$ cat src/mbe_pkg.sv
package mbe_pkg;

  localparam int FRAC_BITS  = 27;
  localparam int COORD_BITS = 15;
  localparam int STEP_BITS  = 30;
  localparam int ITER_BITS  = 13;
  localparam int GREY_BITS  = 8;
  localparam int APB_AW     = 5;
  localparam int APB_DW     = 32;

  // Iterate width: sign, four integer bits and the fraction.
  localparam int ZW  = FRAC_BITS + 5;
  localparam int DW  = COORD_BITS + 2;
  localparam int VW  = DW + STEP_BITS + 1;
  localparam int SQW = 2 * ZW - FRAC_BITS;

  localparam int QDEPTH = 2;
  localparam int QAW    = $clog2(QDEPTH);
  localparam int QCW    = $clog2(QDEPTH + 1);

  typedef logic signed [ZW-1:0]     z_t;
  typedef logic signed [DW-1:0]     d_t;
  typedef logic signed [VW-1:0]     v_t;
  typedef logic signed [VW-2:0]     h_t;
  typedef logic signed [2*ZW-1:0]   prod_t;
  typedef logic signed [SQW-1:0]    sq_t;
  typedef logic signed [SQW:0]      len_t;
  typedef logic [QAW-1:0]           qptr_t;
  typedef logic [QCW-1:0]           qcnt_t;

  localparam h_t   SAT_HI = h_t'((longint'(8) <<< FRAC_BITS) - 1);
  localparam h_t   SAT_LO = h_t'(-(longint'(8) <<< FRAC_BITS));
  localparam len_t FOUR   = len_t'(longint'(4) <<< FRAC_BITS);

  localparam logic [COORD_BITS-1:0] WIDTH_RST  = COORD_BITS'(640);
  localparam logic [COORD_BITS-1:0] HEIGHT_RST = COORD_BITS'(480);
  localparam logic [STEP_BITS-1:0]  STEP_RST   = STEP_BITS'(838861);
  localparam logic [ITER_BITS-1:0]  ITER_RST   = ITER_BITS'(256);
  localparam logic [GREY_BITS-1:0]  SHADE_RST  = GREY_BITS'(35);

  typedef enum logic [2:0] {
    REG_WIDTH,
    REG_HEIGHT,
    REG_STEP,
    REG_MAX_ITER,
    REG_SHADE
  } reg_idx_t;

  typedef struct packed {
    logic [COORD_BITS-1:0] image_width;
    logic [COORD_BITS-1:0] image_height;
    logic [STEP_BITS-1:0]  pixel_step;
    logic [ITER_BITS-1:0]  max_iterations;
    logic [GREY_BITS-1:0]  shade_multiplier;
  } cfg_t;

  typedef struct packed {
    logic [COORD_BITS-1:0] pixel_col;
    logic [COORD_BITS-1:0] pixel_row;
  } pixel_t;

  typedef struct packed {
    logic [ITER_BITS-1:0] iteration_count;
    logic [GREY_BITS-1:0] grey_level;
  } result_t;

  typedef struct packed {
    z_t c_re;
    z_t c_im;
  } coord_t;

  typedef enum logic [1:0] {
    F_IDLE,
    F_RE,
    F_IM,
    F_PUSH
  } front_state_t;

  typedef enum logic [1:0] {
    B_IDLE,
    B_ADD,
    B_MUL,
    B_DONE
  } back_state_t;

endpackage

$ cat src/mbe_front.sv
module mbe_front (
  input  logic            clk,
  input  logic            rst,
  input  mbe_pkg::cfg_t   cfg,
  input  logic            push,
  output logic            full,
  input  mbe_pkg::pixel_t pixel,
  output logic            q_push,
  input  logic            q_full,
  output mbe_pkg::coord_t q_data
);

  mbe_pkg::front_state_t state, state_next;
  mbe_pkg::pixel_t       pix;
  mbe_pkg::z_t           c_re;
  mbe_pkg::z_t           c_im;

  logic [mbe_pkg::COORD_BITS-1:0] sel_p;
  logic [mbe_pkg::COORD_BITS-1:0] sel_n;
  mbe_pkg::d_t                    d;
  mbe_pkg::v_t                    v;
  mbe_pkg::h_t                    h;
  mbe_pkg::z_t                    c_sat;

  always_ff @(posedge clk) begin
    if (rst) begin
      state <= mbe_pkg::F_IDLE;
    end else begin
      state <= state_next;
    end
  end

  always_comb begin
    state_next = state;
    full       = 1'b1;
    q_push     = 1'b0;
    unique case (state)
      mbe_pkg::F_IDLE: begin
        full = 1'b0;
        if (push) begin
          state_next = mbe_pkg::F_RE;
        end
      end
      mbe_pkg::F_RE: begin
        state_next = mbe_pkg::F_IM;
      end
      mbe_pkg::F_IM: begin
        state_next = mbe_pkg::F_PUSH;
      end
      mbe_pkg::F_PUSH: begin
        if (!q_full) begin
          q_push     = 1'b1;
          state_next = mbe_pkg::F_IDLE;
        end
      end
      default: begin
        state_next = mbe_pkg::F_IDLE;
      end
    endcase
  end

  // One multiplier serves both axes, real axis first.
  always_comb begin
    if (state == mbe_pkg::F_RE) begin
      sel_p = pix.pixel_col;
      sel_n = cfg.image_width;
    end else begin
      sel_p = pix.pixel_row;
      sel_n = cfg.image_height;
    end
    d = $signed({1'b0, sel_p, 1'b0}) - $signed({2'b00, sel_n});
    v = d * $signed({1'b0, cfg.pixel_step});
    h = mbe_pkg::h_t'(v >>> 1);
    if (h > mbe_pkg::SAT_HI) begin
      c_sat = mbe_pkg::z_t'(mbe_pkg::SAT_HI);
    end else if (h < mbe_pkg::SAT_LO) begin
      c_sat = mbe_pkg::z_t'(mbe_pkg::SAT_LO);
    end else begin
      c_sat = mbe_pkg::z_t'(h);
    end
  end

  always_ff @(posedge clk) begin
    if (state == mbe_pkg::F_IDLE && push) begin
      pix <= pixel;
    end
    if (state == mbe_pkg::F_RE) begin
      c_re <= c_sat;
    end
    if (state == mbe_pkg::F_IM) begin
      c_im <= c_sat;
    end
  end

  assign q_data.c_re = c_re;
  assign q_data.c_im = c_im;

endmodule

$ cat config.mk
export PLATFORM = sky130hd
export DESIGN_NAME = mbe_front
export DESIGN_NICKNAME = d
export VERILOG_FILES = /design/src/mbe_pkg.sv /design/src/mbe_front.sv
export SDC_FILE = /design/constraint.sdc
export NUM_CORES = 1
export LEC_CHECK = 0
export ABC_AREA = 0
export BUFFER_PORTS_ARGS = -buffer_cell sky130_fd_sc_hd__buf_2
export CORE_MARGIN = 4
export CORE_UTILIZATION = 64
export DETAILED_ROUTE_END_ITERATION = 16
export MAX_ROUTING_LAYER = met4
export PLACE_DENSITY = 0.84
export SYNTH_ARGS = -nofsm -noshare
export SYNTH_HDL_FRONTEND = slang
export SYNTH_SLANG_ARGS = --single-unit
export TNS_END_PERCENT = 100
$ cat constraint.sdc
create_clock -name clk -period 12.3 [get_ports clk]
set_input_delay 0.615 -clock clk [delete_from_list [all_inputs] [get_ports clk]]
set_output_delay 0.615 -clock clk [all_outputs]
set_load 0.02 [all_outputs]
# == Word level (Yosys, flattened, before mapping) ==
# Cells that the tools add are included.
# totals
reg_bits,96
inputBits,115
elab_cells,27
# classes
n_addsub,1
multipliers,1
order_cmp,2
n_eq_ne,5
n_mux,10
reduce_logical,3
# op_table
cell,n
$mux W32,2
$mul A17 B31 Y48,1
$gt A47 B31 Y1 const B,1
$lt A47 B31 Y1 const B,1
$mux W15,2
$sub A16 B15 Y17,1
$pmux W2 S4,1
$eq A2 B2 Y1 const B,2
$mux W2,2
$ne A2 B2 Y1 const B,2
$mux W1,3
$eq A2 B1 Y1 const B,1
$logic_not A2 Y1,1
$reduce_and A2 Y1,1
$logic_and A1 B1 Y1,1

# == Depth between registers and ports, before layout ==
# depth
ltp_word,7
ltp_mapped,43

# == Least setup slack after synthesis ==
# OpenSTA, ideal clock, no wires.
# synth_timing
path_type,register to register
start,register state[1]
end,register c_im[13] (data pin)
setup_ns,0.265
t_arrival_ns,10.550
required_time_ns,12.035
setup_slack_ns,1.485
path_stages_with_launch,41
period_less_slack_ns,10.815
cell_sequence,dfxtp_1 > inv_1 > ha_1 > buf_1 > buf_1 > mux2i_1 > inv_1 > ha_1 > a21o_1 > a21o_1 > a21oi_1 > o21ai_0 > a41oi_1 > a211o_1 > o21ai_1 > clkbuf_1 > nand4_1 > o311a_1 > [5 not listed] > fa_1 > inv_1 > fa_1 > inv_1 > fa_1 > inv_1 > ha_1 > clkbuf_1 > and3_1 > nand3_1 > a2111oi_4 > nor2_1 > o21a_1 > o311ai_1 > o2111ai_1 > o31ai_1 > buf_4 > o31ai_2
# synth_via
elab_chain_cells,7
word_cells_on_any_way,9
cone_classes,add/sub (1); mul (1); order compare (2); eq/ne (1); mux (4)
# synth_lines
item,line_no,source
start: declaration,mbe_front.sv:13,"mbe_pkg::front_state_t state, state_next;"
start signal: assignment,mbe_front.sv:27,state <= mbe_pkg::F_IDLE;
start signal: assignment,mbe_front.sv:29,state <= state_next;
$eq A2 B1 Y1 (*),mbe_front.sv:64,if (state == mbe_pkg::F_RE) begin
$mux W15,mbe_front.sv:64,
$sub A16 B15 Y17 (*),mbe_front.sv:71,"d = $signed({1'b0, sel_p, 1'b0}) - $signed({2'b00, sel_n});"
$mul A17 B31 Y48 (*),mbe_front.sv:72,"v = d * $signed({1'b0, cfg.pixel_step});"
$lt A47 B31 Y1,mbe_front.sv:76,end else if (h < mbe_pkg::SAT_LO) begin
$mux W32,mbe_front.sv:76,
$mux W32 (*),mbe_front.sv:74,if (h > mbe_pkg::SAT_HI) begin
named net c_sat[13],mbe_front.sv:23,mbe_pkg::z_t c_sat;
end signal: assignment,mbe_front.sv:91,c_im <= c_sat;
end: declaration,mbe_front.sv:16,mbe_pkg::z_t c_im;
# The timed path passes the listed nets; every way through them passes the cells marked *.
# A chain may end at the register's enable or synchronous reset.

# == Worst setup path in the final report ==
# layout_timing
start,register state[1]
end,register c_re[10] (data pin)
# layout_via
elab_chain_cells,7
word_cells_on_any_way,9
cone_classes,add/sub (1); mul (1); order compare (2); eq/ne (1); mux (4)
# layout_lines
item,line_no,source
$eq A2 B1 Y1 (*),mbe_front.sv:64,
$mux W15,mbe_front.sv:64,
$sub A16 B15 Y17 (*),mbe_front.sv:71,
$mul A17 B31 Y48 (*),mbe_front.sv:72,
$lt A47 B31 Y1,mbe_front.sv:76,
$mux W32,mbe_front.sv:76,
$mux W32 (*),mbe_front.sv:74,
named net c_sat[10],mbe_front.sv:23,
end signal: assignment,mbe_front.sv:88,c_re <= c_sat;
end: declaration,mbe_front.sv:15,mbe_pkg::z_t c_re;
# Marked as above.

==> metrics.txt <==
Reg clk slew, reported paths 0.07 ns; antenna violations before repair 1; Ys Warns 0; commonest non-fill, non-tap cell in the layout inv_1; first-pass GRT wire length 94,940 µm; via/cell ratio about 6.1; Hold Violations, Final 0; number of global-route vias before repair 19,280; io pins about 180; CTS tree built; Max Freq 86.80 MHz; CTS sink cnt 96; Final Non-Filler Cells 3,061; DIE WIDTH 199.5 µm; async set-or-reset flop fraction in the synthesized netlist 0%; Final Cycle Share 93.66%; flops & latches, synth 96; Layout area overhead 5.744%; worst endpoint data arrival time 11.61 ns; Post-Synthesis Cells roughly 2,600; Final Slew Violations 0; HPWL Detailed about 46,000 µm; Core Box Area 0.03583 mm²; num rows 69; antenna diode count 0; Routed WL around 58,000 µm; number of synthesized flops with an enable pin between 90 and 100; cell count after placement 3,045; Primary FF master, synth edfxtp_1; Slew HR 23.40%; Net Count, Synth 3,299; synthesized area approximately 0.023 mm²; CP max stage delay 0.77 ns; via count 18,630; Tot GR Track Use between 30 and 40%; crit end category flop; initial core utilization 65.48%; hold_ws roughly 0.42 ns; Unique masters post-synth 78; crit path to c_re[10]$_DFFE_PP_; R2R Setup Slk 0.78 ns; Final setup viols 0; min-delay worst type in2reg; Worst Reg-to-Reg Cells 38; Syn Area/Cell 9.054 µm²; Starting DRT DRC Count about 1,100; worst setup path startpoint state[1]$_SDFFE_PP0P_; root buffer cell clkbuf_16; status finished, final reports clean; # hold bufs at CTS 0; IO Port Bufs 159; slowest CP cell o21ai_4; Nets 3,303; Max FO, Critical Path 32; critical path required time between 10 and 15 ns; Initial DRT Pass Iterations 5; Seq/Total Area, Yosys between 10% and 20%; die height 199.5 µm; ANT nets after route 0; RR Endpoint c_re[10]$_DFFE_PP_; share of layout cells above drive strength 1 11.50%; DRC viols 0; RSZ-0062 raised after global routing no; drt wl/cell about 19 µm; startpoint types flop; kind of critical path reg2reg; CTS HTree Levels 3; measured slew at the worst slew-check pin 1.148 ns; R2R Path Start state[1]$_SDFFE_PP0P_; TritonCTS buffer count 9; commonest cells after routing, fill and taps aside inv_1, fa_1, nand2_1; skew final 0.01469 ns; GPL Wtd Cong 0.9073; final setup TNS 0 ns; Clock Latency Late Sink between 0.3 and 0.4 ns; maximum number of pins on one net before global-route repair between 90 and 100; Final Critical Period about 12 ns; total gr overflow 0; die footprint 0.03978 mm²; max-cap check violation count 0; clk buf depth 2
-- how the worst min path moves through the flow --
stage                                startpoint  cells past startpoint               endpoint  slack (ns)
final                                 pixel[26]                      1      pix[26]$_DFFE_PP_        0.42
after global routing                   pixel[8]                      1       pix[8]$_DFFE_PP_        0.41
after global placement    state[0]$_SDFFE_PP0P_                      2  state[0]$_SDFFE_PP0P_        0.52
after detailed placement  state[0]$_SDFFE_PP0P_                      2  state[0]$_SDFFE_PP0P_        0.54
after floorplan           state[0]$_SDFFE_PP0P_                      2  state[0]$_SDFFE_PP0P_        0.51
after CTS                             pixel[26]                      1      pix[26]$_DFFE_PP_        0.40
-- what timing repair did --
| action | 4_1_cts | 5_1_grt |
|---|---|---|
| gates resized for setup | 0 | 2 |
| endpoints found under the setup margin | 0 | 60 |
| hold endpoints to repair | 0 | 0 |
| setup buffers | 0 | 0 |
-- sequential cells by signal, indices dropped and copies added (netlist names) --
| signal | flops |
|---|---|
| c_im | 32 |
| c_re | 32 |
| pix | 30 |
| state | 2 |
-- Yosys cell counts (5+ instances only) --
library cell / number / share of area, %
nor4b_1: 30 / 1.1
nor3_1: 18 / 0.38
o21ai_1: 9 / 0.19
fa_1: 420 / 36
mux2i_1: 18 / 0.77
o311ai_0: 15 / 0.56
a311oi_1: 30 / 1.1
inv_1: 530 / 8.5
o31ai_1: 6 / 0.19
nor2_1: 69 / 1.1
mux2_2: 15 / 0.72
nand3_1: 30 / 0.64
o211ai_1: 25 / 0.80
ha_1: 173 / 9.2
a21oi_1: 50 / 1.1
and4_1: 32 / 1.2
o311a_1: 30 / 1.3
nand4_1: 60 / 1.6
and2_1: 76 / 2.0
o21ai_0: 30 / 0.64
edfxtp_1: 94 / 12
o31ai_2: 10 / 0.53
clkbuf_1: 183 / 2.9
o21a_1: 7 / 0.22
a21o_1: 17 / 0.54
a211oi_1: 5 / 0.16
nor2b_1: 67 / 1.8
xnor2_1: 40 / 1.5
or3b_2: 13 / 0.49
buf_2: 6 / 0.13
and3_1: 6 / 0.16
nand2_1: 349 / 5.6
or4b_2: 17 / 0.73
nand2b_1: 17 / 0.45
xor2_1: 6 / 0.22
a31oi_1: 10 / 0.27
-- per-layer routing --
layer	GRT usage, %	wire, µm
met1	36.78	21760
met2	52.56	29890
met3	3.001	3361
met4	14.39	2919
met5	-	0
-- cell families after synthesis --
logic type | synth area share, %
DFF | 12.20
and+or+nand+nor | 18.02
xor gates and xnor gates | 1.717
adders and majority gates | 45.07
AOI/OAI and AO/OA | 9.809
muxes | 1.488
buffers and inverters | 11.70
-- worst max-delay path: cells and delay by family, from the launching register on --
| family | cells | cell delay [ns] |
|---|---|---|
| adders and majority gates | 9 | 4.09 |
| buffers and inverters | 9 | 1.47 |
| muxes | 1 | 0.32 |
| DFF | 1 | 0.34 |
| and+or+nand+nor | 6 | 1.12 |
| AOI/OAI and AO/OA | 13 | 3.81 |
-- layout make-up --
type	instances	area [µm²]
multi-input cells	1769	18030
fillers	2682	11020
flip-flops and latches	96	2863
inverters	531	1993
repair buffers	188	1013
well taps	461	576.8
clock buffers	9	225.2
clock inverters	7	100.1
-- through the flow --
step                      area [µm²]  worst slack [ns]  util [%]
after floorplan                23460             1.485         -
after global placement         24480             1.142     68.32
after detailed placement       24480            0.8388     68.32
after CTS                      24800            0.8305     69.23
after global routing           24810           0.07307     69.24
final                          24810            0.7796     69.24
Power is not shown: default switching activity piles up to over one toggle a cycle in this logic, so the estimate is an artifact.
