[config.mk]
export PLATFORM = sky130hd
export DESIGN_NAME = mbe_queue
export DESIGN_NICKNAME = d
export VERILOG_FILES = /design/src/mbe_pkg.sv /design/src/mbe_queue.sv
export SDC_FILE = /design/constraint.sdc
export NUM_CORES = 1
export LEC_CHECK = 0
export BUFFER_PORTS_ARGS = -buffer_cell sky130_fd_sc_hd__buf_2
export CORE_MARGIN = 4
export CORE_UTILIZATION = 36
export DETAILED_ROUTE_END_ITERATION = 8
export PLACE_DENSITY = 0.59
export SYNTH_ARGS = -nofsm -noshare
export SYNTH_HDL_FRONTEND = slang
export SYNTH_SLANG_ARGS = --single-unit
[constraint.sdc]
create_clock -name clk -period 4.35 [get_ports clk]
set_clock_uncertainty 0.1 [all_clocks]
set_input_delay 0.2175 -clock clk [delete_from_list [all_inputs] [get_ports clk]]
set_output_delay 0.2175 -clock clk [all_outputs]
set_load 0.02 [all_outputs]
[src/mbe_pkg.sv]
package mbe_pkg;

  localparam int FRAC_BITS  = 27;
  localparam int COORD_BITS = 15;
  localparam int STEP_BITS  = 30;
  localparam int ITER_BITS  = 13;
  localparam int GREY_BITS  = 8;
  localparam int APB_AW     = 5;
  localparam int APB_DW     = 32;

  // Iterate width: sign, four integer bits and the fraction.
  localparam int ZW  = FRAC_BITS + 5;
  localparam int DW  = COORD_BITS + 2;
  localparam int VW  = DW + STEP_BITS + 1;
  localparam int SQW = 2 * ZW - FRAC_BITS;

  localparam int QDEPTH = 2;
  localparam int QAW    = $clog2(QDEPTH);
  localparam int QCW    = $clog2(QDEPTH + 1);

  typedef logic signed [ZW-1:0]     z_t;
  typedef logic signed [DW-1:0]     d_t;
  typedef logic signed [VW-1:0]     v_t;
  typedef logic signed [VW-2:0]     h_t;
  typedef logic signed [2*ZW-1:0]   prod_t;
  typedef logic signed [SQW-1:0]    sq_t;
  typedef logic signed [SQW:0]      len_t;
  typedef logic [QAW-1:0]           qptr_t;
  typedef logic [QCW-1:0]           qcnt_t;

  localparam h_t   SAT_HI = h_t'((longint'(8) <<< FRAC_BITS) - 1);
  localparam h_t   SAT_LO = h_t'(-(longint'(8) <<< FRAC_BITS));
  localparam len_t FOUR   = len_t'(longint'(4) <<< FRAC_BITS);

  localparam logic [COORD_BITS-1:0] WIDTH_RST  = COORD_BITS'(640);
  localparam logic [COORD_BITS-1:0] HEIGHT_RST = COORD_BITS'(480);
  localparam logic [STEP_BITS-1:0]  STEP_RST   = STEP_BITS'(838861);
  localparam logic [ITER_BITS-1:0]  ITER_RST   = ITER_BITS'(256);
  localparam logic [GREY_BITS-1:0]  SHADE_RST  = GREY_BITS'(35);

  typedef enum logic [2:0] {
    REG_WIDTH,
    REG_HEIGHT,
    REG_STEP,
    REG_MAX_ITER,
    REG_SHADE
  } reg_idx_t;

  typedef struct packed {
    logic [COORD_BITS-1:0] image_width;
    logic [COORD_BITS-1:0] image_height;
    logic [STEP_BITS-1:0]  pixel_step;
    logic [ITER_BITS-1:0]  max_iterations;
    logic [GREY_BITS-1:0]  shade_multiplier;
  } cfg_t;

  typedef struct packed {
    logic [COORD_BITS-1:0] pixel_col;
    logic [COORD_BITS-1:0] pixel_row;
  } pixel_t;

  typedef struct packed {
    logic [ITER_BITS-1:0] iteration_count;
    logic [GREY_BITS-1:0] grey_level;
  } result_t;

  typedef struct packed {
    z_t c_re;
    z_t c_im;
  } coord_t;

  typedef enum logic [1:0] {
    F_IDLE,
    F_RE,
    F_IM,
    F_PUSH
  } front_state_t;

  typedef enum logic [1:0] {
    B_IDLE,
    B_ADD,
    B_MUL,
    B_DONE
  } back_state_t;

endpackage

[src/mbe_queue.sv]
module mbe_queue (
  input  logic            clk,
  input  logic            rst,
  input  logic            wr,
  output logic            full,
  input  mbe_pkg::coord_t wdata,
  input  logic            rd,
  output logic            empty,
  output mbe_pkg::coord_t rdata
);

  mbe_pkg::coord_t entries [mbe_pkg::QDEPTH];
  mbe_pkg::qptr_t  wr_ptr;
  mbe_pkg::qptr_t  rd_ptr;
  mbe_pkg::qcnt_t  cnt;
  logic            do_wr;
  logic            do_rd;

  assign full  = (cnt == mbe_pkg::qcnt_t'(mbe_pkg::QDEPTH));
  assign empty = (cnt == '0);
  assign do_wr = wr && !full;
  assign do_rd = rd && !empty;
  assign rdata = entries[rd_ptr];

  function automatic mbe_pkg::qptr_t ptr_inc(input mbe_pkg::qptr_t p);
    return (p == mbe_pkg::qptr_t'(mbe_pkg::QDEPTH - 1)) ? '0 : p + 1'b1;
  endfunction

  always_ff @(posedge clk) begin
    if (rst) begin
      wr_ptr <= '0;
      rd_ptr <= '0;
      cnt    <= '0;
    end else begin
      if (do_wr) begin
        wr_ptr <= ptr_inc(wr_ptr);
      end
      if (do_rd) begin
        rd_ptr <= ptr_inc(rd_ptr);
      end
      if (do_wr && !do_rd) begin
        cnt <= cnt + 1'b1;
      end else if (do_rd && !do_wr) begin
        cnt <= cnt - 1'b1;
      end
    end
  end

  always_ff @(posedge clk) begin
    if (do_wr) begin
      entries[wr_ptr] <= wdata;
    end
  end

endmodule

---- Word-level counts from Yosys, hierarchy flattened ----
Memory sizes are Yosys's and may differ from the RTL's. A register that Yosys moved wholly into a read port is not among the register bits.
Index checks and enable logic that the tools add are counted.
operators by class
  add/sub/neg operators ................... 4
  eq/ne operators ......................... 1
  muxes and demuxes ....................... 8
  reduce and logical (&&, ||, !) cells .... 10
operators with widths
  kind                 number
  $mux 1               6
  $logic_and 1x1->1    4
  $logic_not 1->1      4
  $mux 2               2
  $add 1x1->1 const B  2
  $add 2x1->2 const B  1
  $eq 2x2->1 const B   1
  $logic_not 2->1      1
  $reduce_bool 2->1    1
  $sub 2x1->2 const B  1
word-level totals
  register bits after elaboration ......... 4
  RAM bits ................................ 128
  word-level logic and storage cells ...... 27
  memories ................................ 1
memories
  memory   words  width  rd ports  clocked after Yosys merged registers in  write ports  RTL line         text
  entries  2      64     1         1                                        1            mbe_queue.sv:12  mbe_pkg::coord_t entries [mbe_pkg::QDEPTH];

---- Longest topological paths before layout ----
Gate-level depths: netlist (run 1).
  word-level depth ........................ 7
  depth in mapped cells ................... 6

---- Least setup slack after synthesis (run 1) ----
Ideal clock, no wire load.
  path type ............................... register to register
  from .................................... reg cnt[1]
  to ...................................... mem entries[1][0] in the netlist's numbering (enable)
  arrival ................................. 2.173 ns
  data required time ...................... 3.821 ns
  setup slack ............................. 1.648 ns
  stages on the path, launching flop included .. 4
  period minus slack after synthesis ...... 2.702 ns
  path through ............................ dfxtp_1 > nor2b_2 > nor2_1 > and2_1
between the ends
  cells in the longest elaborated chain, start to end .. 5
ends and longest elaborated chain
  what                          RTL line         text
  start, declared               mbe_queue.sv:15  mbe_pkg::qcnt_t cnt;
  start signal, assigned        mbe_queue.sv:42  cnt <= cnt + 1'b1;
  start signal, assigned        mbe_queue.sv:44  cnt <= cnt - 1'b1;
  $eq 2x2->1                    mbe_queue.sv:19  assign full = (cnt == mbe_pkg::qcnt_t'(mbe_pkg::QDEPTH));
  via full                      mbe_queue.sv:5   output logic full,
  $logic_not 1->1               mbe_queue.sv:21  assign do_wr = wr && !full;
  $logic_and 1x1->1             mbe_queue.sv:21
  via do_wr                     mbe_queue.sv:16  logic do_wr;
  $mux 1                        mbe_queue.sv:50  if (do_wr) begin
  $mux 1 (not written as such)  mbe_queue.sv:51  entries[wr_ptr] <= wdata;
  end, declared                 mbe_queue.sv:12
The timed path passes the listed nets, and every way through them passes these cells.

==> results of run 1 <==
==> kinds of logic after synthesis <==
| group | count (synthesis) | share of synthesized area |
|---|---|---|
| buffers and inverters | 9 | 0.01191 |
| and+or+nand+nor | 9 | 0.009582 |
| AOI/OAI and AO/OA | 5 | 0.005178 |
| adders and majority gates | 1 | 0.002589 |
| muxes | 64 | 0.1491 |
| DFF | 133 | 0.8162 |
| xor gates and xnor gates | 3 | 0.005439 |
==> placed cells by master, fill, tap and decap left out <==
master and instances:
a21oi_1 2, and2_4 1, buf_2 133, buf_4 2, bufinv_16 1, clkbuf_1 5, clkbuf_16 17, clkbuf_8 5
clkinv_2 4, dfxtp_1 4, dfxtp_2 1, dlygate4sd3_1 65, edfxtp_1 128, ha_1 1, inv_1 1, inv_2 1
mux2_2 64, nor2_1 5, nor2b_2 1, o21ai_0 3, or3_1 2, xor2_1 3
==> stage by stage <==
| stage | util | setup slack, ps | cells | cell area (um2) |
|---|---|---|---|---|
| final | 0.5231 | 1657 | 625 | 6900 |
| after global routing | 0.5231 | 1498 | 625 | 6900 |
| after CTS | 0.5231 | 1582 | 625 | 6900 |
| after detailed placement | 0.4311 | 1937 | 528 | 5687 |
| after global placement | 0.4311 | 2022 | 528 | 5687 |
| after floorplan | - | 1648 | 224 | 4832 |
==> power by group through the flow <==
stage / Sequential [uW] / Combinational (uW) / Clock [uW]
final: 1700 / 1010 / 1320
after global routing: 1720 / 1090 / 1430
after CTS: 1700 / 1040 / 1360
after detailed placement: 1730 / 986 / 0
after global placement: 1720 / 976 / 0
after floorplan: 1680 / 720 / 0
==> what timing repair did <==
item	4_1_cts	5_1_grt
hold endpoints to repair	133	0
setup endpoints to repair	0	0
hold buffers	65	0
==> cell type report <==
cell class,count,area share
flip-flops and latches,133,0.5717
multi-input cells,82,0.1208
inverters,2,0.001088
clock inverters,5,0.007253
repair buffers,200,0.1929
well taps,176,0.03191
clock buffers,27,0.07434
==> layer usage <==
metal | wire [um] | part of all wire
met1 | 3619 | 0.39
met2 | 4882 | 0.53
met3 | 626 | 0.067
met4 | 163 | 0.018
met5 | 0 | 0
==> synthesized netlist by cell type, drive strengths merged <==
| cell | n | share of area |
|---|---|---|
| buf | 7 | 0.010 |
| o21ai | 3 | 0.0031 |
| and2 | 1 | 0.0013 |
| edfxtp | 128 | 0.80 |
| xor2 | 3 | 0.0054 |
| nor2b | 1 | 0.0018 |
| ha | 1 | 0.0026 |
| mux2 | 64 | 0.15 |
| a21oi | 2 | 0.0021 |
| dfxtp | 5 | 0.021 |
| or3 | 2 | 0.0026 |
| nor2 | 5 | 0.0039 |
| inv | 2 | 0.0016 |
==> registers in the layout (all words and copies together), names as in the netlist, named ones only <==
signal / flops
rd_ptr: 1
cnt: 2
entries: 128
wr_ptr: 1
==> critical path: cells and delay by family (launching register included) <==
| kind | cells | cell delay (ps) |
|---|---|---|
| flip-flops | 1 | 840 |
| multiplexers | 1 | 410 |
| buffers and inverters | 2 | 700 |
==> final timing paths <==
check,startpoint,to,cells after the start
max,register,rdata[20],3
min,wr,wr_ptr,4
max reg2reg,cnt[0],entries[0][58],4
min reg2reg,wr_ptr,wr_ptr,2
==> summary.md, run 1 <==
| Metric | Value |
|---|---|
| Share of layout cells above drive strength 1 | `0.5122` |
| Root Driver | `clkbuf_16` |
| Gr usage total | `0.1269` |
| Die Height | `123.9 um` |
| Total wire length | `9.291 mm` |
| Cells after Synth | `224` |
| Largest net degree at the start of global routing | `65` |
| Sw Ratio | `0.2812` |
| Met3 Use GR | `0.04768` |
| Avg Cell Area, Syn | `21.57 um2` |
| Chip Width | `123.9 um` |
| Switching power total | `1134 uW` |
| Post-route ant nets | `0` |
| Clock power frac | `0.328` |
| Reg area | `3945 um2` |
| Final Critical Period | `2693 ps` |
| Comb pwr share | `0.251` |
| Clk buf depth | `2` |
| Pwr dens | `584.4 nW/um2` |
| Cell variety after synth | `14` |
| Endpoints failing setup | `0` |
| Global-route wire length before repair | `14.17 mm` |
| 1st-iter DRT viols | `126` |
| Worst reg-to-reg setup slack | `2010 ps` |
| Post-CTS resize count | `0` |
| Fillers | `1,110` |
| Worst IR Drop VDD | `0.4777 mV` |
| Slowest stage delay, CP | `840 ps` |
| Layout overhead on the synthesized area | `42.80%` |
| Final nets | `505` |
| Clock Latency Late Sink | `410 ps` |
| Initial antenna violation count | `0` |
| TritonCTS clock tree | `yes` |
| FF+latch count, synth | `133` |
| Total Neg Setup Slack | `0 ps` |
| WL/cell | `14.87 um` |
| F_max | `371.4 MHz` |
| Crit path DAT | `2380 ps` |
| Antenna Cells | `0` |
| Relative slew slack | `0.3866` |
| Period utilisation layout | `0.6190` |
| Worst Hold Class | `primary input to register` |
| Cts bufs inserted | `17` |
| Vias per cell | `4.410` |
| Gr ovfl total | `0` |
| Pre-antenna DRT Iters | `4` |
| Endpoint class of the critical path | `output port` |
| Worst slew pin tran | `920.1 ps` |
| PnR Total Power | `4033 uW` |
| Startpoint types | `register` |
| Post-CTS Repair Setup Buffers | `0` |
| Post-Syn Area | `4832 um2` |
| Slew Limit Fails | `0` |
| Sequential power share | `0.421` |
| Met2 Use GR | `0.2143` |
| Vias in the first global route | `2,915` |
| Starting Density | `0.3663` |
| Clock Pin Slew Worst Setup and Hold Paths | `50 ps` |
| FP Rows | `42` |
| DP HPWL | `5.673 mm` |
| Crit-path slowest cell | `dfxtp_2` |
| Via count | `2,756` |
| RSZ-0062 raised after global routing | `no` |
| H-tree Lvls | `4` |
| Core Area | `13,190 um2` |
| Hold_ws | `96.76 ps` |
| LEAKAGE | `0.002616 uW` |
| CP required | `4030 ps` |
| Crit path max fanout | `33` |
| Yosys warning count | `0` |
| GR peak layer | `met2` |
| RD Place Congestion | `0.6730` |
| Sequential share of the synthesized area | `0.8162` |
| Multi-input gate area | `833.3 um2` |
| Fin. Hold Viols | `0` |
| Die area | `15,340 um2` |
| Status | `complete, no violations` |
| Max cap viols | `0` |
| Io pins | `134` |
| Cell Chain, Critical Path | `buf_4 > mux2_2 > buf_2` |
| DR DRC count | `0` |
| Synth Net Count | `293` |
| Number of port buffers | `133` |
| CP Class | `register to output port` |
| Clock Sinks | `133` |
| Internal power | `2899 uW` |
| GR Util met1 | `0.1390` |
No activity file was read; power rests on OpenSTA's default activity.
==> run 2: changes to the inputs <==
clock period = 2.65 ns   (was 4.35 ns; I/O delays follow)
==> run 2 against run 1 <==
  * Clock-buffer cell count is 7 lower
  * Largest cell class unchanged
  * Critical path type unchanged
  * Wire length is 3.4% lower
  * Clock power is 70% higher
  * Register-to-register slack worse by 1100 ps
  * Global-route usage is 0.62 points lower
  * Combinational power is 72% higher
  * Cell count is 0.48% higher
  * Total power is 66% higher
  * Die area stayed put
  * Worst hold slack worse by 72 ps
==> summary.md, run 2 (synthesis results as in run 1) <==
| Metric | Value |
|---|---|
| Status | `complete, no violations` |
| Clock Sinks | `133 (unchanged)` |
| Layout Cells excl Fill | `628 (+0.48%)` |
| Vias per cell | `4.312 (-2.2%)` |
| TritonCTS clock tree | `yes` |
| Io pins | `134 (unchanged)` |
| Number of port buffers | `133 (unchanged)` |
| Layout overhead on the synthesized area | `43.71%` |
| LEAKAGE | `0.002637 uW (+0.81%)` |
| Die Height | `123.9 um (unchanged)` |
| R2R depth | `4 (unchanged)` |
| Largest regs | `entries: 128 flops, cnt: 2 flops` |
| Period utilisation layout | `0.7256` |
| Most common cell after layout, fill and taps aside | `buf_2` |
| Worst reg-to-reg setup slack | `880 ps (-1130 ps)` |
| Worst hold path depth | `4 (unchanged)` |
| 1st-iter DRT viols | `74 (-41%)` |
| DP HPWL | `5.611 mm (-1.1%)` |
| Cts bufs inserted | `17 (unchanged)` |
| Endpoint class of the critical path | `output port` |
| Top reg by flops | `entries` |
| Max cap viols | `0 (unchanged)` |
| Finished Cell Area | `6944 um2 (+0.63%)` |
| Reg2reg start | `cnt[1]` |
| Antenna Cells | `0 (unchanged)` |
| Root Driver | `clkbuf_16` |
| Final Critical Period | `1923 ps` |
| Gr ovfl total | `0 (unchanged)` |
| Die area | `15,340 um2 (unchanged)` |
| Chip Width | `123.9 um (unchanged)` |
| Max reg flops | `128 (unchanged)` |
| Placed cell count | `531 (+0.57%)` |
| Worst IR Drop VDD | `0.5364 mV (+12%)` |
| Fin. Hold Viols | `0 (unchanged)` |
| Starting Density | `0.3663 (unchanged)` |
| Setup WS pre-CTS | `839.0 ps (-1098 ps)` |
| Core Area | `13,190 um2 (unchanged)` |
| Pre-antenna DRT Iters | `4 (unchanged)` |
| Crit path DAT | `1690 ps (-690 ps)` |
| Global-route wire length before repair | `13.75 mm (-3.0%)` |
| Worst slew pin tran | `455.4 ps (-464.7 ps)` |
| RD Place Congestion | `0.6936 (+3.1%)` |
| Vias in the first global route | `2,835 (-2.7%)` |
| FP Rows | `42 (unchanged)` |
| Hold_ws | `25.13 ps (-71.63 ps)` |
| WL/cell | `14.29 um (-3.9%)` |
| Clk buf depth | `2 (unchanged)` |
| Dpl cell area | `5720 um2 (+0.59%)` |
| Fin worst setup slack | `727.1 ps (-930.4 ps)` |
| Worst Hold Class | `primary input to register` |
| Via count | `2,708 (-1.7%)` |
| RSZ-0062 raised after global routing | `no` |
| Hold wc startpoint | `wr` |
| RR Endpoint | `entries[0][11]` |
| Crit path max fanout | `34 (+3.0%)` |
| Post-route ant nets | `0 (unchanged)` |
| Share of layout cells above drive strength 1 | `0.5177 (+0.005450)` |
| Slew Limit Fails | `0 (unchanged)` |
| Largest net degree at the start of global routing | `56 (-14%)` |
| H-tree Lvls | `4 (unchanged)` |
| Highest-count cells in the layout ignoring fill and taps | `133 x buf_2, 128 x edfxtp_1, 65 x dlygate4sd3_1, 64 x mux2_2, 17 x clkbuf_16` |
| Relative slew slack | `0.6964 (+0.3098)` |
| CP required | `2420 ps (-1610 ps)` |
| Clock Pin Slew Worst Setup and Hold Paths | `50 ps (about the same)` |
| Endpoints failing setup | `0 (unchanged)` |
| Total wire length | `8.972 mm (-3.4%)` |
| Startpoint types | `register` |
| Clock Latency Late Sink | `400 ps (about the same)` |
| Total Neg Setup Slack | `0 ps (unchanged)` |
| F_max | `520.0 MHz` |
| DR DRC count | `0 (unchanged)` |
| Initial antenna violation count | `0 (unchanged)` |
| Fillers | `1,110 (unchanged)` |
| Final nets | `508 (+0.59%)` |
| Pwr dens | `965.0 nW/um2 (+65%)` |
| WHS Endpoint | `wr_ptr` |
| Gr usage total | `0.1208 (-0.006169)` |
| CP Class | `register to output port` |
[run 2: power breakdown]
| group | internal (uW) | switching (uW) |
|---|---|---|
| clock network | 1460 | 786 |
| registers | 2650 | 66.3 |
| logic | 720 | 1020 |
[run 2: per-stage QoR]
step                utilization  power, uW
finish                   0.5265       6701
global route             0.5265       7040
CTS                      0.5265       6821
detailed placement       0.4337       4463
global placement         0.4337       4435
floorplan                     -       3929
[run 2: worst max path at each step]
stage / endpoint / slack [ps] / depth (start not counted)
after global routing: rdata[26] / 620 / 3
after CTS: rdata[18] / 670 / 3
after detailed placement: entries[0][49] / 840 / 4
final: rdata[18] / 730 / 3
after global placement: entries[0][48] / 860 / 4
after floorplan: entries[0][0] / 30 / 3
[run 2: per-layer routing]
layer,routed length (um),up-vias,part of all wire,global-route usage
met5,0,-,0,0
met2,4422,91,0.49,0.1964
li1,-,1314,-,-
met3,671,16,0.075,0.05086
met4,174,0,0.019,0.05606
met1,3704,1287,0.41,0.1384
[run 2: layout make-up]
type / count / area [um2] / share of cell area
inverters: 2 / 7.507 / 0.001081
well taps: 176 / 220.2 / 0.03171
clock inverters: 12 / 136.4 / 0.01964
flip-flops and latches: 133 / 3945 / 0.5681
multi-input cells: 82 / 832.0 / 0.1198
repair buffers: 203 / 1366 / 0.1968
clock buffers: 20 / 436.7 / 0.06288
[run 2: what timing repair did]
| action | 4_1_cts | 5_1_grt |
|---|---|---|
| gates resized for setup | 0 | 0 |
| endpoints found under the hold margin | 133 | 0 |
| setup buffers | 0 | 0 |
| hold buffers | 65 | 0 |
[run 2: worst max-delay path: stages, from the launching register on]
cell	delay, ps
dfxtp_2	320
buf_4	390
mux2_2	400
buf_2	160
